**src/rtl/isfd_pkg.sv**
```systemverilog
// Shared types and constants for the IMU serial frame decoder.
`timescale 1ns / 1ps
`default_nettype none

package isfd_pkg;

    localparam logic [7:0] SYNC_RESET = 8'h55;

    localparam logic [7:0] TYPE_ACCEL = 8'h51;
    localparam logic [7:0] TYPE_RATE  = 8'h52;
    localparam logic [7:0] TYPE_ANGLE = 8'h53;

    localparam int          STORE_DEPTH = 9;
    localparam logic [3:0]  POS_SYNC    = 4'd0;
    localparam logic [3:0]  POS_FIRST   = 4'd1;
    localparam logic [3:0]  POS_STORED  = 4'd9;
    localparam logic [3:0]  POS_CHECK   = 4'd10;

    localparam logic [1:0] KIND_ACCEL = 2'd0;
    localparam logic [1:0] KIND_RATE  = 2'd1;
    localparam logic [1:0] KIND_ANGLE = 2'd2;
    localparam logic [1:0] KIND_NONE  = 2'd3;

    localparam logic [6:0] MUL_ACCEL = 7'd1;
    localparam logic [6:0] MUL_RATE  = 7'd125;
    localparam logic [6:0] MUL_ANGLE = 7'd45;

    // 771 / 2^16 sits just below 1/85; one correction step restores the exact quotient.
    localparam logic [9:0]         TEMP_RECIP  = 10'd771;
    localparam logic [6:0]         TEMP_DIV    = 7'd85;
    localparam logic signed [16:0] TEMP_OFFSET = 17'sd9280;

    typedef struct packed {
        logic [1:0]         kind;
        logic signed [15:0] raw_x;
        logic signed [15:0] raw_y;
        logic signed [15:0] raw_z;
        logic signed [15:0] raw_t;
    } frame_t;

    typedef struct packed {
        logic signed [16:0] temperature;
        logic signed [22:0] value_z;
        logic signed [22:0] value_y;
        logic signed [22:0] value_x;
        logic [1:0]         frame_kind;
    } result_t;

endpackage

`default_nettype wire

```
**src/rtl/isfd_front.sv**
```systemverilog
// Front end: tracks the frame position, collects frame bytes and classifies finished frames.
`timescale 1ns / 1ps
`default_nettype none

module isfd_front (
    input  wire logic            clk,
    input  wire logic            rst_n,
    input  wire logic            in_valid,
    output logic                 in_ready,
    input  wire logic [7:0]      in_byte,
    input  wire logic            sync_byte_we,
    input  wire logic [7:0]      sync_byte_wdata,
    input  wire logic            queue_full,
    output logic                 push_valid,
    output isfd_pkg::frame_t     push_data
);

    logic [7:0] sync_reg;
    logic [3:0] pos_reg;
    logic [3:0] pos_next;
    logic [7:0] store_reg [isfd_pkg::STORE_DEPTH];
    logic [3:0] store_idx;
    logic       store_we;
    logic       accept;
    logic       frame_done;
    logic [1:0] kind;

    assign in_ready = !queue_full;
    assign accept   = in_valid && in_ready;
    assign store_idx = pos_reg - isfd_pkg::POS_FIRST;

    always_comb
    begin
        pos_next   = pos_reg;
        store_we   = 1'b0;
        frame_done = 1'b0;
        case (pos_reg) inside
            [isfd_pkg::POS_FIRST:isfd_pkg::POS_STORED]:
            begin
                store_we = 1'b1;
                pos_next = pos_reg + 4'd1;
            end
            isfd_pkg::POS_CHECK:
            begin
                frame_done = 1'b1;
                pos_next   = isfd_pkg::POS_SYNC;
            end
            default:
            begin
                pos_next = (in_byte == sync_reg) ? isfd_pkg::POS_FIRST : isfd_pkg::POS_SYNC;
            end
        endcase
    end

    always_comb
    begin
        case (store_reg[0])
            isfd_pkg::TYPE_ACCEL: kind = isfd_pkg::KIND_ACCEL;
            isfd_pkg::TYPE_RATE:  kind = isfd_pkg::KIND_RATE;
            isfd_pkg::TYPE_ANGLE: kind = isfd_pkg::KIND_ANGLE;
            default:              kind = isfd_pkg::KIND_NONE;
        endcase
    end

    assign push_valid      = accept && frame_done && (kind != isfd_pkg::KIND_NONE);
    assign push_data.kind  = kind;
    assign push_data.raw_x = {store_reg[2], store_reg[1]};
    assign push_data.raw_y = {store_reg[4], store_reg[3]};
    assign push_data.raw_z = {store_reg[6], store_reg[5]};
    assign push_data.raw_t = {store_reg[8], store_reg[7]};

    always_ff @(posedge clk or negedge rst_n)
    begin
        if (!rst_n)
        begin
            sync_reg <= isfd_pkg::SYNC_RESET;
            pos_reg  <= isfd_pkg::POS_SYNC;
        end
        else
        begin
            if (sync_byte_we)
            begin
                sync_reg <= sync_byte_wdata;
            end
            if (accept)
            begin
                pos_reg <= pos_next;
            end
        end
    end

    always_ff @(posedge clk)
    begin
        if (accept && store_we)
        begin
            store_reg[store_idx] <= in_byte;
        end
    end

endmodule

`default_nettype wire

```
**src/rtl/isfd_queue.sv**
```systemverilog
// Short queue of classified frames between the front and back ends.
`timescale 1ns / 1ps
`default_nettype none

module isfd_queue #(
    parameter int DEPTH = 2
) (
    input  wire logic              clk,
    input  wire logic              rst_n,
    input  wire logic              push,
    input  wire isfd_pkg::frame_t  push_data,
    output logic                   full,
    input  wire logic              pop,
    output logic                   pop_valid,
    output isfd_pkg::frame_t       pop_data
);

    localparam int PTR_W = $clog2(DEPTH);
    localparam int CNT_W = $clog2(DEPTH + 1);
    localparam logic [PTR_W-1:0] PTR_LAST = PTR_W'(DEPTH - 1);
    localparam logic [CNT_W-1:0] CNT_FULL = CNT_W'(DEPTH);

    isfd_pkg::frame_t  entry_reg [DEPTH];
    logic [PTR_W-1:0]  wr_ptr_reg;
    logic [PTR_W-1:0]  rd_ptr_reg;
    logic [CNT_W-1:0]  count_reg;
    logic [CNT_W-1:0]  count_next;

    assign full      = (count_reg == CNT_FULL);
    assign pop_valid = (count_reg != '0);
    assign pop_data  = entry_reg[rd_ptr_reg];

    always_comb
    begin
        count_next = count_reg;
        if (push && !pop)
        begin
            count_next = count_reg + CNT_W'(1);
        end
        else if (pop && !push)
        begin
            count_next = count_reg - CNT_W'(1);
        end
    end

    always_ff @(posedge clk or negedge rst_n)
    begin
        if (!rst_n)
        begin
            wr_ptr_reg <= '0;
            rd_ptr_reg <= '0;
            count_reg  <= '0;
        end
        else
        begin
            count_reg <= count_next;
            if (push)
            begin
                wr_ptr_reg <= (wr_ptr_reg == PTR_LAST) ? '0 : wr_ptr_reg + PTR_W'(1);
            end
            if (pop)
            begin
                rd_ptr_reg <= (rd_ptr_reg == PTR_LAST) ? '0 : rd_ptr_reg + PTR_W'(1);
            end
        end
    end

    always_ff @(posedge clk)
    begin
        if (push)
        begin
            entry_reg[wr_ptr_reg] <= push_data;
        end
    end

    assert property (@(posedge clk) disable iff (!rst_n) push |-> !full || pop)
        else $error("Frame pushed into a full queue.");

    assert property (@(posedge clk) disable iff (!rst_n) pop |-> pop_valid)
        else $error("Frame popped from an empty queue.");

endmodule

`default_nettype wire

```
**src/rtl/isfd_back.sv**
```systemverilog
// Back end: scales axis values and temperature in two stages and holds the output register.
`timescale 1ns / 1ps
`default_nettype none

module isfd_back (
    input  wire logic              clk,
    input  wire logic              rst_n,
    input  wire logic              q_valid,
    input  wire isfd_pkg::frame_t  q_data,
    output logic                   q_pop,
    output logic                   out_valid,
    input  wire logic              out_ready,
    output isfd_pkg::result_t      out_data
);

    logic               s1_valid_reg;
    logic [1:0]         s1_kind_reg;
    logic signed [22:0] s1_x_reg;
    logic signed [22:0] s1_y_reg;
    logic signed [22:0] s1_z_reg;
    logic               s1_neg_reg;
    logic [21:0]        s1_mag_reg;
    logic [31:0]        s1_prod_reg;

    logic               out_valid_reg;
    isfd_pkg::result_t  out_reg;

    logic               out_adv;
    logic               s1_load;
    logic [6:0]         mul;
    logic signed [7:0]  mul_s;
    logic signed [23:0] prod_x;
    logic signed [23:0] prod_y;
    logic signed [23:0] prod_z;
    logic signed [16:0] t_abs;
    logic [21:0]        t_mag;
    logic [31:0]        t_prod;

    logic [15:0]        q0;
    logic [21:0]        rem;
    logic [15:0]        quot;
    logic signed [16:0] quot_s;
    logic signed [16:0] temp;

    assign out_adv = !out_valid_reg || out_ready;
    assign s1_load = !s1_valid_reg || out_adv;
    assign q_pop   = q_valid && s1_load;

    always_comb
    begin
        case (q_data.kind)
            isfd_pkg::KIND_RATE:  mul = isfd_pkg::MUL_RATE;
            isfd_pkg::KIND_ANGLE: mul = isfd_pkg::MUL_ANGLE;
            default:              mul = isfd_pkg::MUL_ACCEL;
        endcase
    end

    assign mul_s  = $signed({1'b0, mul});
    assign prod_x = q_data.raw_x * mul_s;
    assign prod_y = q_data.raw_y * mul_s;
    assign prod_z = q_data.raw_z * mul_s;

    assign t_abs  = q_data.raw_t[15] ? -17'(q_data.raw_t) : 17'(q_data.raw_t);
    assign t_mag  = {t_abs[15:0], 6'b0};
    assign t_prod = 32'(t_mag) * 32'(isfd_pkg::TEMP_RECIP);

    assign q0     = s1_prod_reg[31:16];
    assign rem    = s1_mag_reg - (22'(q0) * 22'(isfd_pkg::TEMP_DIV));
    assign quot   = q0 + 16'(rem >= 22'(isfd_pkg::TEMP_DIV));
    assign quot_s = $signed({1'b0, quot});
    assign temp   = (s1_neg_reg ? -quot_s : quot_s) + isfd_pkg::TEMP_OFFSET;

    always_ff @(posedge clk or negedge rst_n)
    begin
        if (!rst_n)
        begin
            s1_valid_reg  <= 1'b0;
            out_valid_reg <= 1'b0;
        end
        else
        begin
            if (s1_load)
            begin
                s1_valid_reg <= q_valid;
            end
            if (out_adv)
            begin
                out_valid_reg <= s1_valid_reg;
            end
        end
    end

    always_ff @(posedge clk)
    begin
        if (q_pop)
        begin
            s1_kind_reg <= q_data.kind;
            s1_x_reg    <= prod_x[22:0];
            s1_y_reg    <= prod_y[22:0];
            s1_z_reg    <= prod_z[22:0];
            s1_neg_reg  <= q_data.raw_t[15];
            s1_mag_reg  <= t_mag;
            s1_prod_reg <= t_prod;
        end
        if (out_adv && s1_valid_reg)
        begin
            out_reg.frame_kind  <= s1_kind_reg;
            out_reg.value_x     <= s1_x_reg;
            out_reg.value_y     <= s1_y_reg;
            out_reg.value_z     <= s1_z_reg;
            out_reg.temperature <= temp;
        end
    end

    assign out_valid = out_valid_reg;
    assign out_data  = out_reg;

    assert property (@(posedge clk) disable iff (!rst_n)
        out_valid_reg |-> out_reg.frame_kind != isfd_pkg::KIND_NONE)
        else $error("Result carries an unknown frame kind.");

    assert property (@(posedge clk) disable iff (!rst_n)
        s1_valid_reg |-> rem < 22'(2 * 85))
        else $error("Temperature reciprocal estimate is off by more than one.");

    assert property (@(posedge clk) disable iff (!rst_n)
        s1_valid_reg && !out_adv |=> s1_valid_reg)
        else $error("Scaling stage lost a frame under output stall.");

endmodule

`default_nettype wire

```
**src/rtl/imu_serial_frame_decoder.sv**
```systemverilog
// Top level of the IMU serial frame decoder: byte stream in, scaled frame results out.
// Result path: frame queue, scaling stage register, then output register.
// Throughput: one byte beat per cycle; tready falls only while the frame queue is full.
// Result rate: the two-stage back end takes one frame per cycle while the output is not stalled.
// Reset: asynchronous, active low; clears the frame position, the queue and all valid flags,
// and restores the sync byte to 0x55.
`timescale 1ns / 1ps
`default_nettype none

module imu_serial_frame_decoder #(
    parameter int QUEUE_DEPTH = 2
) (
    input  wire logic        clk,
    input  wire logic        rst_n,
    input  wire logic        s_axis_tvalid,
    output logic             s_axis_tready,
    input  wire logic [7:0]  s_axis_tdata,     // [7:0] rx_byte
    output logic             m_axis_tvalid,
    input  wire logic        m_axis_tready,
    output logic [87:0]      m_axis_tdata,     // [1:0] frame_kind, [24:2] value_x,
                                               // [47:25] value_y, [70:48] value_z,
                                               // [87:71] temperature
    input  wire logic        sync_byte_we,
    input  wire logic [7:0]  sync_byte_wdata
);

    logic               push_valid;
    isfd_pkg::frame_t   push_data;
    logic               queue_full;
    logic               q_pop;
    logic               q_valid;
    isfd_pkg::frame_t   q_data;
    isfd_pkg::result_t  result;

    isfd_front u_front (
        .clk             (clk),
        .rst_n           (rst_n),
        .in_valid        (s_axis_tvalid),
        .in_ready        (s_axis_tready),
        .in_byte         (s_axis_tdata),
        .sync_byte_we    (sync_byte_we),
        .sync_byte_wdata (sync_byte_wdata),
        .queue_full      (queue_full),
        .push_valid      (push_valid),
        .push_data       (push_data)
    );

    isfd_queue #(
        .DEPTH (QUEUE_DEPTH)
    ) u_queue (
        .clk       (clk),
        .rst_n     (rst_n),
        .push      (push_valid),
        .push_data (push_data),
        .full      (queue_full),
        .pop       (q_pop),
        .pop_valid (q_valid),
        .pop_data  (q_data)
    );

    isfd_back u_back (
        .clk       (clk),
        .rst_n     (rst_n),
        .q_valid   (q_valid),
        .q_data    (q_data),
        .q_pop     (q_pop),
        .out_valid (m_axis_tvalid),
        .out_ready (m_axis_tready),
        .out_data  (result)
    );

    assign m_axis_tdata = result;

endmodule

`default_nettype wire

```
**config.mk**
```make
export PLATFORM = sky130hd
export DESIGN_NAME = imu_serial_frame_decoder
export DESIGN_NICKNAME = d
export VERILOG_FILES = /design/src/rtl/isfd_pkg.sv /design/src/rtl/isfd_front.sv /design/src/rtl/isfd_queue.sv /design/src/rtl/isfd_back.sv /design/src/rtl/imu_serial_frame_decoder.sv
export SDC_FILE = /design/constraint.sdc
export NUM_CORES = 1
export LEC_CHECK = 0
export CAP_MARGIN = 25
export CORE_MARGIN = 2
export CORE_UTILIZATION = 65
export CTS_CLUSTER_DIAMETER = 40
export DETAILED_ROUTE_END_ITERATION = 10
export DONT_BUFFER_PORTS = 1
export GPL_TIMING_DRIVEN = 0
export PLACE_DENSITY = 0.8
export SLEW_MARGIN = 20
export SYNTH_ARGS = -nofsm -noshare
export SYNTH_HDL_FRONTEND = slang
export SYNTH_HIERARCHICAL = 1
export SYNTH_SLANG_ARGS = --single-unit
```
**constraint.sdc**
```tcl
create_clock -name clk -period 28.3 [get_ports clk]
set_input_delay 5.66 -clock clk [delete_from_list [all_inputs] [get_ports clk]]
set_output_delay 5.66 -clock clk [all_outputs]
set_load 0.005 [all_outputs]
```
### After elaboration in Yosys (flattened, before gate mapping)

Memory sizes are Yosys's and may differ from the RTL's.
Cells that the tools add are included.

| operators by class | value |
|---|---|
| multiply operators | 5 |
| magnitude comparators | 3 |
| add/subtract/negate cells | 11 |
| reduce and logical (&&, ||, !) cells | 18 |
| equality and inequality tests | 9 |
| mux-type cells | 18 |

Operators by type and width:

| cell | number |
|---|---|
| 16-bit by 8-bit multiplier with 23-bit output | 3 |
| 16-bit by 10-bit multiplier with 26-bit output (second input constant) | 1 |
| 8-bit by 7-bit == test with 1-bit output (second input constant) | 3 |
| 22-bit by 7-bit >= comparator with 1-bit output (second input constant) | 1 |
| 16-bit by 7-bit multiplier with 22-bit output (second input constant) | 1 |
| 22-bit subtractor | 1 |
| 17-bit by 15-bit adder with 17-bit output (second input constant) | 1 |
| 17-bit two-way mux | 1 |
| 16-bit negation with 17-bit output | 1 |
| 16-bit by 1-bit adder with 16-bit output | 1 |
| 16-bit two-way mux | 1 |
| 16-bit negation | 1 |
| 7-bit case mux with 2 select lines | 1 |
| 1-bit two-way mux | 10 |
| 1-bit logical AND | 9 |
| 8-bit == test | 1 |
| 4-bit two-way mux | 2 |
| 2-bit case mux with 3 select lines | 1 |
| 1-bit logical NOT | 5 |
| 4-bit by 1-bit adder with 4-bit output (second input constant) | 1 |
| 2-bit == test (second input constant) | 2 |
| 4-bit == test (second input constant) | 1 |
| 4-bit by 1-bit >= comparator with 1-bit output (second input constant) | 1 |
| 4-bit less-or-equal comparator (second input constant) | 1 |
| other kinds (9) | 13 |

| storage, ports and cells | value |
|---|---|
| flip-flop bits (word level) | 220 |
| memories | 2 |
| RAM bits | 204 |
| word-level logic and storage cells | 85 |

Memory list:

| name | words | width | read ports | clocked after memory_dff | write ports | RTL line | RTL |
|---|---|---|---|---|---|---|---|
| u_queue.entry_reg | 2 | 66 | 1 | 0 | 1 | isfd_queue.sv:23 | `isfd_pkg::frame_t entry_reg [DEPTH];` |
| u_front.store_reg | 9 | 8 | 9 | 0 | 1 | isfd_front.sv:21 | `logic [7:0] store_reg [isfd_pkg::STORE_DEPTH];` |

### Logic depth before layout (Yosys ltp)

Gate-level depths: netlist (run 1).

| depth | value |
|---|---|
| depth in word-level cells | 9 |
| gate-level depth with buffers | 34 |
| depth with buffers taken out | 33 |

### Cells and area by module

Netlist (run 1), hierarchy kept.

Modules (own cells, without submodules):

| module | area an instance (um2) | cells each | instances | sequential area each (um2) |
|---|---|---|---|---|
| isfd_back | 21180.3 | 1874 | 1 | 5815.6 |
| isfd_queue | 5064.9 | 221 | 1 | 4063.9 |
| isfd_front | 3059.2 | 161 | 1 | 2467.4 |

### Least setup slack after synthesis (run 1)

Ideal clock, no wire load.

| path | value |
|---|---|
| path kind | input port to flip-flop |
| start point | input port m_axis_tready |
| end point | register u_queue.count_reg[1] |
| data required time | 28221 ps |
| data arrival time | 14501 ps |
| slack | 13719 ps |
| stages on the path | 6 |
| library setup time | 79 ps |
| cells stage by stage | nor2b_1 > a21boi_0 > inv_1 > ha_1 > nor2_1 > xor2_1 |

| on the way | value |
|---|---|
| word-level cells in the longest chain between the ends | 6 |
| elaborated cells on any way between the ends | 8 |
| those cells by class | mux: 1; reduce/logical: 7 |

Ends and longest elaborated chain:

| what | RTL line | RTL |
|---|---|---|
| start: declaration | imu_serial_frame_decoder.sv:19 | `input wire logic m_axis_tready,` |
| 1-bit logical OR (*) | isfd_back.sv:45 | `assign out_adv = !out_valid_reg \|\| out_ready;` |
| 1-bit logical OR (*) | isfd_back.sv:46 | `assign s1_load = !s1_valid_reg \|\| out_adv;` |
| 1-bit logical AND (*) | isfd_back.sv:47 | `assign q_pop = q_valid && s1_load;` |
| net q_pop | imu_serial_frame_decoder.sv:30 | `logic q_pop;` |
| 1-bit logical NOT | isfd_queue.sv:36 | `if (push && !pop)` |
| 1-bit logical AND | isfd_queue.sv:36 |  |
| 2-bit two-way mux / 2-bit nonzero test (equally long branches) | n/a |  |
| end signal: assignment | isfd_queue.sv:56 | `count_reg <= count_next;` |
| end: declaration | isfd_queue.sv:26 | `logic [CNT_W-1:0] count_reg;` |

Mark *: on every way through the listed nets, which the timed path passes. The rest lies on a longest branch.
A chain may end at the register's enable or synchronous reset.

### Final worst setup path (run 1)

| path | value |
|---|---|
| start point | register u_back.s1_prod_reg[19] |
| end point | register u_back.out_reg, in the netlist u_back/out_data[86] (data pin) |

| on the way | value |
|---|---|
| word-level cells in the longest chain between the ends | 7 |

Ends and longest elaborated chain:

| what | RTL line | RTL |
|---|---|---|
| start: declaration | isfd_back.sv:23 | `logic [31:0] s1_prod_reg;` |
| start signal: assignment | isfd_back.sv:103 | `s1_prod_reg <= t_prod;` |
| 16-bit by 7-bit multiplier with 22-bit output | isfd_back.sv:68 | `assign rem = s1_mag_reg - (22'(q0) * 22'(isfd_pkg::TEMP_DIV));` |
| 22-bit subtractor | isfd_back.sv:68 |  |
| 22-bit by 7-bit >= comparator with 1-bit output | isfd_back.sv:69 | `assign quot = q0 + 16'(rem >= 22'(isfd_pkg::TEMP_DIV));` |
| 16-bit by 1-bit adder with 16-bit output (*) | isfd_back.sv:69 |  |
| 16-bit negation with 17-bit output | isfd_back.sv:71 | `assign temp = (s1_neg_reg ? -quot_s : quot_s) + isfd_pkg::TEMP_OFFSET;` |
| 17-bit two-way mux (*) | isfd_back.sv:71 |  |
| 17-bit by 15-bit adder with 17-bit output (*) | isfd_back.sv:71 |  |
| net u_back.temp[15] | isfd_back.sv:43 | `logic signed [16:0] temp;` |
| end: declaration | isfd_back.sv:26 | `isfd_pkg::result_t out_reg;` |

Marked as above.

==> results of run 1 <==
per-layer routing:
metal / GRT usage [%] / wire [um] / vias up
li1: - / - / 8070
met2: 44.31 / 29100 / 485
met1: 32.66 / 23310 / 8655
met5: 0 / 0 / -
met4: 6.712 / 1318 / 0
met3: 4.477 / 3245 / 100
cells in the mapped netlist, types with 27 or more instances:
cell type	n	area share, %
edfxtp_1	396	41
nand3_1	27	0.46
ha_1	329	14
mux2_4	30	1.5
a21oi_1	73	1.2
nand2b_1	28	0.60
nor2_1	66	0.85
mux2_2	45	1.7
nor3_1	32	0.55
xor2_1	33	0.99
fa_1	241	16
nor2b_1	57	1.2
inv_1	297	3.8
o21ai_0	42	0.72
and2_1	53	1.1
nand2_1	67	0.86
xnor2_1	119	3.6
cell usage in the layout, fill, tap and decap left out, drive strengths merged, types with 19 or more instances in the layout:
cell type  Yosys  routed
xnor2        120     120
inv          297     313
nor3          34      34
fa           241     241
nor2          66      66
nand3         28      28
and2          54      54
and3          19      19
a21oi         73      73
clkbuf        23      77
nand2b        28      28
nor2b         57      57
buf           19      28
xor2          33      33
ha           329     329
nand2         67      67
mux2          75      75
o21ai         43      43
a21o          19      19
edfxtp       396     396
worst max-delay path by stage:
| stage | depth (start not counted) | from | slack (ns) | end |
|---|---|---|---|---|
| global route | 29 | u_back/s1_prod_reg[19] | 19.54 | u_back/out_data[86] |
| CTS | 29 | u_back/s1_prod_reg[19] | 20.03 | u_back/out_data[86] |
| finish | 29 | u_back/s1_prod_reg[19] | 19.98 | u_back/out_data[86] |
| global placement | 6 | m_axis_tready | 9.70 | u_queue/count_reg[1] |
| detailed placement | 29 | u_back/s1_prod_reg[19] | 20.07 | u_back/out_data[86] |
| floorplan | 6 | m_axis_tready | 13.72 | u_queue/count_reg[1] |
per-stage QoR:
| step | cell area (sq um) | util (%) | cells |
|---|---|---|---|
| finish | 32060 | 72.34 | 2954 |
| floorplan | 29300 | - | 2256 |
| global route | 32060 | 72.34 | 2954 |
| global placement | 30050 | 67.80 | 2848 |
| detailed placement | 30300 | 68.37 | 2857 |
| CTS | 32060 | 72.34 | 2954 |
worst max-delay path, delay by kind of cell, from the launching register on:
kind / cells / cell delay, ns
DFF: 1 / 0.57
adders and majority gates: 8 / 3.00
AOI/OAI and AO/OA: 7 / 1.71
buffers and inverters: 5 / 0.49
and+or+nand+nor: 9 / 2.31
cell families (layout without fill, tap and decap cells):
logic type      count (synthesis)  in the layout  share of synthesized area, %
compound gates                273            273                         6.511
simple gates                  425            425                         8.023
flops                         414            414                         42.13
buf+inv                       339            445                         4.680
xor+xnor                      153            153                         4.637
mux                            82             82                         3.505
fa+ha+maj                     570            570                         30.51
cell type report:
type,count,area (sq um)
buffer,42,256.5
fill,2874,12260
timing repair buffer,9,232.7
tap,592,740.7
clock inverter,43,449.2
inverter,297,1115
clock buffer,54,1309
sequential,414,12350
multi-input combinational,1503,15610
==> qor.yml, run 1 <==
status:
  status: "completed"
placed_design:
  gp_congestion: 0.8972
  dp_hpwl_mm: 42.58
  pre_cts_ws_ns: 20.07
  port_buffers: 0
sta:
  fin_ws_ns: 19.98
  setup_violations: 0
  worst_pin_slew_ns: 0.9859
  skew_ns: 0.04440
  fin_tns_setup_ns: 0
  min_period_over_period_pct: 29.38
  fmax_mhz: 120.3
  whs_ns: 0.4174
  period_minus_slack_ns: 8.316
  rsz0062_at_grt: "false"
  hold_viol_final: 0
  slew_headroom_pct: 34.27
  drv_slew: 0
route:
  avgViaCountPerCell: 5.860
  dr.pass1.iters: 5
  ant_nets: 0
  wl_per_cell_um: 19.29
  wl_mm: 56.97
  drc_errors: 0
  route.vias.total: 17310
  drtIter0Drc: 1173
logic_synthesis:
  synth-edff-count: 396
  syn_inst: 2256
  ys.flop_type: "edfxtp_1"
  synth_cell_types: 91
  syn_nets: 2847
  async_flop_share_pct: 4.348
  syn_area_sq_um: 29300
  ys.warnings.count: 6
  ys_seq_elements: 414
  syn_area_per_cell_sq_um: 12.99
  synth-seq-area-share_pct: 42.13
floorplan:
  rows: 77
  die_area_sq_um: 46800
  die-width_um: 216.3
  initial_utilization_pct: 66.12
  core_area_sq_um: 44320
  die_y_um: 216.3
  num_io_pins: 111
global_routing:
  grt_max_degree: 60
  grt_pass1_vias: 18310
  grt_pass1_wl_mm: 93.28
  grt_usage_pct: 25.28
  antenna_found_initial: 1
  grt-ovfl-total: 0
setup_path:
  critPathMaxFanout: 10
  cpMostUsedCell: "ha_1"
  arrival_ns: 8.66
  reg2reg_slack_ns: 19.98
  slowest_delay_ns: 0.57
  rr_endpoint: "u_back/out_data[86]"
  path_class: "flop to flop"
  slowest_stage: "edfxtp_1"
  startpoint_type: "flop"
  crit_required_ns: 28.65
  setup.worst_path.end_class: "flop"
  r2r-start: "u_back/s1_prod_reg[19]"
  r2r_cells: 29
clock_network:
  cts-buffers-inserted: 52
  cts.clk_slew.worst_paths_ns: 0.06
  h-tree-depth: 2
  cts_resized: 0
  clockBufferDepth: 3
  worstSkewPairLatency_ns: 0.62
  clkSinkCount: 414
  cts_root_buf: "clkbuf_16"
  cts_hold_buf: 0
  post_cts_buffers: 0
  cts_tree: "yes"
hold_path:
  holdCritPathClass: "flop to flop"
  hold_depth: 0
  hold_start: "u_back/s1_z_reg[21]"
  min_to: "u_back/out_data[69]"
final_layout:
  nets: 2910
  largest_reg_flops: 132
  num_antenna_cells: 0
  area_delta_synth_final_pct: 9.402
  layout-drive-gt1-share_pct: 9.822
flow_run:
  drv_cap: 0
Power of run 1 is left out: the tool's default activity adds up to more than one toggle a clock period on the data nets, which glitch-free logic cannot reach.
==> inputs of run 2 (changes only) <==
Clock period 28.3 ns to 7.7 ns, I/O delays scaled along.
==> run 2 against run 1 <==
  * Die area stayed put
  * Flip-flop and latch count stayed put
  * Clock-buffer cell count is 3 higher
  * Register-to-register slack worse by 20 ns
  * First-iteration DRC count is 9.9% lower
  * Maximum frequency is 13% higher
  * Hold slack worse by 0.0043 ns
  * Critical path type unchanged
  * Critical endpoint is now u_back/out_data[87]
==> qor.yml, run 2 (same netlist as run 1, synthesis figures left out) <==
status:
  status: "completed"
global_routing:
  grt_pass1_vias: 18630
  grt_usage_pct: 25.29
  grt-ovfl-total: 0
  grt_pass1_wl_mm: 93.86
  grt_max_degree: 60
  antenna_found_initial: 1
route:
  wl_per_cell_um: 19.34
  drtIter0Drc: 1057
  route.vias.total: 17530
  dr.pass1.iters: 5
  drc_errors: 0
  ant_nets: 0
  wl_mm: 57.49
  avgViaCountPerCell: 5.897
setup_path:
  setup.worst_path.end_class: "flop"
  startpoint_type: "flop"
  slowest_stage: "fa_1"
  crit_required_ns: 8.05
  slowest_delay_ns: 0.52
  arrival_ns: 7.70
  critical_path_buf_inv_count: 5
  critPathMaxFanout: 6
  path_class: "flop to flop"
  crit_family: "adder cells"
clock_network:
  cts.clk_slew.worst_paths_ns: 0.06
  h-tree-depth: 2
  clockBufferDepth: 3
  worstSkewPairLatency_ns: 0.62
  cts_root_buf: "clkbuf_16"
  cts-buffers-inserted: 54
  cts_tree: "yes"
  clkSinkCount: 414
sta:
  period_minus_slack_ns: 7.345
  fin_ws_ns: 0.3549
  skew_ns: 0.04541
  setup_violations: 0
  worst_pin_slew_ns: 0.9836
  drv_slew: 0
  fmax_mhz: 136.1
  whs_ns: 0.4131
  hold_viol_final: 0
  min_period_over_period_pct: 95.39
  slew_headroom_pct: 33.95
final_layout:
  area_delta_synth_final_pct: 10.74
  layout-drive-gt1-share_pct: 11.76
  final_cell_mix: "396 x edfxtp_1, 318 x ha_1, 295 x inv_1"
  num_antenna_cells: 0
  nets: 2926
  final_util_pct: 73.22
  final_common_cell: "edfxtp_1"
  final_area_sq_um: 32450
  largest_reg_flops: 132
placed_design:
  dp_hpwl_mm: 42.51
  pre_cts_ws_ns: -0.4452
  port_buffers: 0
  postPlaceCellArea_sq_um: 30300
  gp_congestion: 0.8791
floorplan:
  core_area_sq_um: 44320
  rows: 77
  initial_utilization_pct: 66.12
  die-width_um: 216.3
  num_io_pins: 111
  die_area_sq_um: 46800
  die_y_um: 216.3
hold_path:
  holdCritPathClass: "flop to flop"
flow_run:
  drv_cap: 0
-- run 2: cell count changes in the layout (fill, tap and decap cells not counted), sizes merged --
cell	delta
clkbuf	+1
buf	+16
clkinvlp	+1
-- run 2: worst register-to-register path, delay by kind of cell, from the launching register on --
family          cells  cell delay [ns]
compound gates      9             1.82
xor+xnor            2             0.47
fa+ha+maj           8             2.73
buf+inv             5             0.37
flops               1             0.47
simple gates        5             1.27
-- run 2: timing repair --
action / 4_1_cts / 5_1_grt
hold endpoints to repair: 0 / 0
setup buffers: 3 / 13
endpoints found under the setup margin: 9 / 13
gates resized for setup: 12 / 30
hold buffers: 0 / 0
pin swaps: 8 / 23
-- run 2: worst paths after layout --
path	endpoint	cells after the start	from	slack, ns
setup reg to reg	u_back/out_data[87]	29	u_back/s1_prod_reg[19]	0.35
max in group asynchronous	u_front/sync_reg[2]	0	rst_n	6.91
min in group asynchronous	u_queue/rd_ptr_reg	0	rst_n	0.61
setup / recovery	u_back/out_data[87]	29	u_back/s1_prod_reg[19]	0.35
hold reg to reg	u_back/out_data[36]	0	u_back/s1_y_reg[11]	0.41
hold / removal	u_back/out_data[36]	0	u_back/s1_y_reg[11]	0.41
-- run 2: per-layer routing --
layer,track usage (%),routed length [um],vias up
met5,0,0,-
met1,32.72,23260,8734
met3,4.575,3560,119
li1,-,-,8113
met4,8.607,1731,0
met2,43.32,28940,560
-- run 2: layout make-up --
cell class	count	area, sq um
plain buffers	40	255.2
clock buffers	57	1363
clock inverters	44	455.4
fillers	2830	11870
inverters	297	1115
multi-input cells	1503	15820
flip-flops and latches	414	12350
well taps	592	740.7
repair buffers	25	356.6
-- run 2: per-stage QoR --
stage          TNS [ns]  cells
6_report              0   2972
5_1_grt        -0.06560   2972
3_5_place_dp     -1.970   2857
2_1_floorplan         0   2256
3_3_place_gp    -224.38   2848
4_1_cts               0   2960
Power of run 2 is left out for the same reason.
==> inputs of run 3 (changes only) <==
Settings changed: PLACE_DENSITY 0.8 to 0.85.
==> run 3 against run 2 <==
  * Setup slack worse by 0.30 ns
  * Flip-flop and latch count stayed put
  * Sequential share of layout area is 0.082 points higher
  * Critical path depth up 3
  * Non-clock buffer count unchanged
  * Die area is the same
  * Hold slack improved by 0.0023 ns
  * Via count increased by 1.4%
  * Critical path type unchanged
  * Highest routed layer unchanged
==> qor.yml, run 3 (same netlist as run 1, synthesis figures left out) <==
status:
  status: "completed"
global_routing:
  grt_pass1_wl_mm: 98.24
  grt_max_degree: 41
  antenna_found_initial: 1
  grt_pass1_vias: 18910
  grt-ovfl-total: 0
  grt_usage_pct: 26.85
placed_design:
  port_buffers: 0
  gp_congestion: 0.8859
  pre_cts_ws_ns: -0.3495
  dp_hpwl_mm: 44.41
hold_path:
  holdCritPathClass: "flop to flop"
  hold_depth: 0
  hold_start: "u_back/s1_x_reg[13]"
sta:
  min_period_over_period_pct: 99.22
  setup_violations: 0
  period_minus_slack_ns: 7.640
  whs_ns: 0.4155
  slew_headroom_pct: 34.29
  fin_ws_ns: 0.05980
  drv_slew: 0
  worst_pin_slew_ns: 0.9786
  fin_tns_setup_ns: 0
  skew_ns: 0.03548
  fmax_mhz: 130.9
  hold_viol_final: 0
setup_path:
  r2r_cells: 32
  critical_path.startpoint: "u_back/s1_prod_reg[20]"
  path_class: "flop to flop"
  slowest_delay_ns: 0.49
  critPathMaxFanout: 9
  arrival_ns: 7.97
  setup.worst_path.end_class: "flop"
  r2r-start: "u_back/s1_prod_reg[20]"
  startpoint_type: "flop"
  crit_required_ns: 8.03
  slowest_stage: "fa_1"
final_layout:
  final_common_cell: "edfxtp_1"
  n_fill_cell: 2762
  layout-drive-gt1-share_pct: 11.38
  final_util_pct: 73.07
  final_cell_mix: "396 x edfxtp_1, 320 x ha_1, 295 x inv_1"
  multi_input_area_sq_um: 15840
  num_antenna_cells: 0
  nets: 2922
  area_delta_synth_final_pct: 10.50
  seqCellArea_sq_um: 12350
  largest_reg_flops: 132
floorplan:
  die-width_um: 216.3
  rows: 77
  initial_utilization_pct: 66.12
  die_area_sq_um: 46800
  die_y_um: 216.3
  num_io_pins: 111
  core_area_sq_um: 44320
clock_network:
  clockBufferDepth: 3
  cts.clk_slew.worst_paths_ns: 0.06
  worstSkewPairLatency_ns: 0.61
  cts_tree: "yes"
  h-tree-depth: 2
  cts-buffers-inserted: 50
  clkSinkCount: 414
  cts_root_buf: "clkbuf_16"
  cts_hold_buf: 0
route:
  ant_nets: 0
  wl_mm: 62.11
  route.vias.total: 17770
  avgViaCountPerCell: 5.992
  wl_per_cell_um: 20.95
  drc_errors: 0
  dr.pass1.iters: 7
  drtIter0Drc: 1418
flow_run:
  drv_cap: 0
run 3: changes by cell type in the layout (fill, tap and decap cells not counted), sizes merged:
| cell | before | now |
|---|---|---|
| clkinvlp | 8 | 4 |
| bufinv | 2 | 4 |
| clkbuf | 78 | 76 |
| inv | 313 | 311 |
| clkinv | 18 | 17 |
run 3: layout make-up:
| class | count | area share (%) |
|---|---|---|
| Inverter | 297 | 3.443 |
| Clock buffer | 55 | 3.922 |
| Timing Repair Buffer | 25 | 1.055 |
| Sequential cell | 414 | 38.13 |
| Clock inverter | 39 | 1.449 |
| Buffer | 40 | 0.7883 |
| Multi-Input combinational cell | 1503 | 48.93 |
| Tap cell | 592 | 2.287 |
run 3: per-stage QoR:
step / std cells / area [sq um]
detailed placement: 2858 / 30290
CTS: 2955 / 32100
global route: 2965 / 32380
global placement: 2848 / 30050
floorplan: 2256 / 29300
finish: 2965 / 32380
run 3: worst max-delay path, delay by kind of cell, from the launching register on:
kind	cells	cell delay (ns)
AO/OA/AOI/OAI	8	1.73
XOR/XNOR	3	0.42
adder cells (fa/ha/maj)	8	2.16
buffers and inverters	7	0.74
flip-flops	1	0.46
AND/OR/NAND/NOR	6	1.84
run 3: what timing repair did:
action | 4_1_cts | 5_1_grt
setup endpoints to repair | 8 | 14
setup buffers | 4 | 11
endpoints found under the hold margin | 0 | 0
gates resized for setup | 8 | 37
gates cloned | 0 | 0
pin swaps | 3 | 15
run 3: final timing paths:
kind / endpoint / slack (ns)
worst max-delay path: u_back/out_data[87] / 0.06
worst min-delay path: u_back/out_data[15] / 0.42
worst max register to register: u_back/out_data[87] / 0.06
worst min register to register: u_back/out_data[15] / 0.42
max in group asynchronous: u_front/sync_reg[4] / 6.89
min in group asynchronous: u_front/sync_reg[3] / 0.62
run 3: metal layers:
metal  vias up  GRT usage (%)  part of all wire, %  wire length [um]
li1       8113              -                    -                 -
met1      8855          33.94                   39             24130
met2       639          46.40                   51             31760
met3       159          4.954                  6.5              4060
met4         0          9.932                  3.5              2158
met5         -              0                    0                 0
Power of run 3 is left out for the same reason.
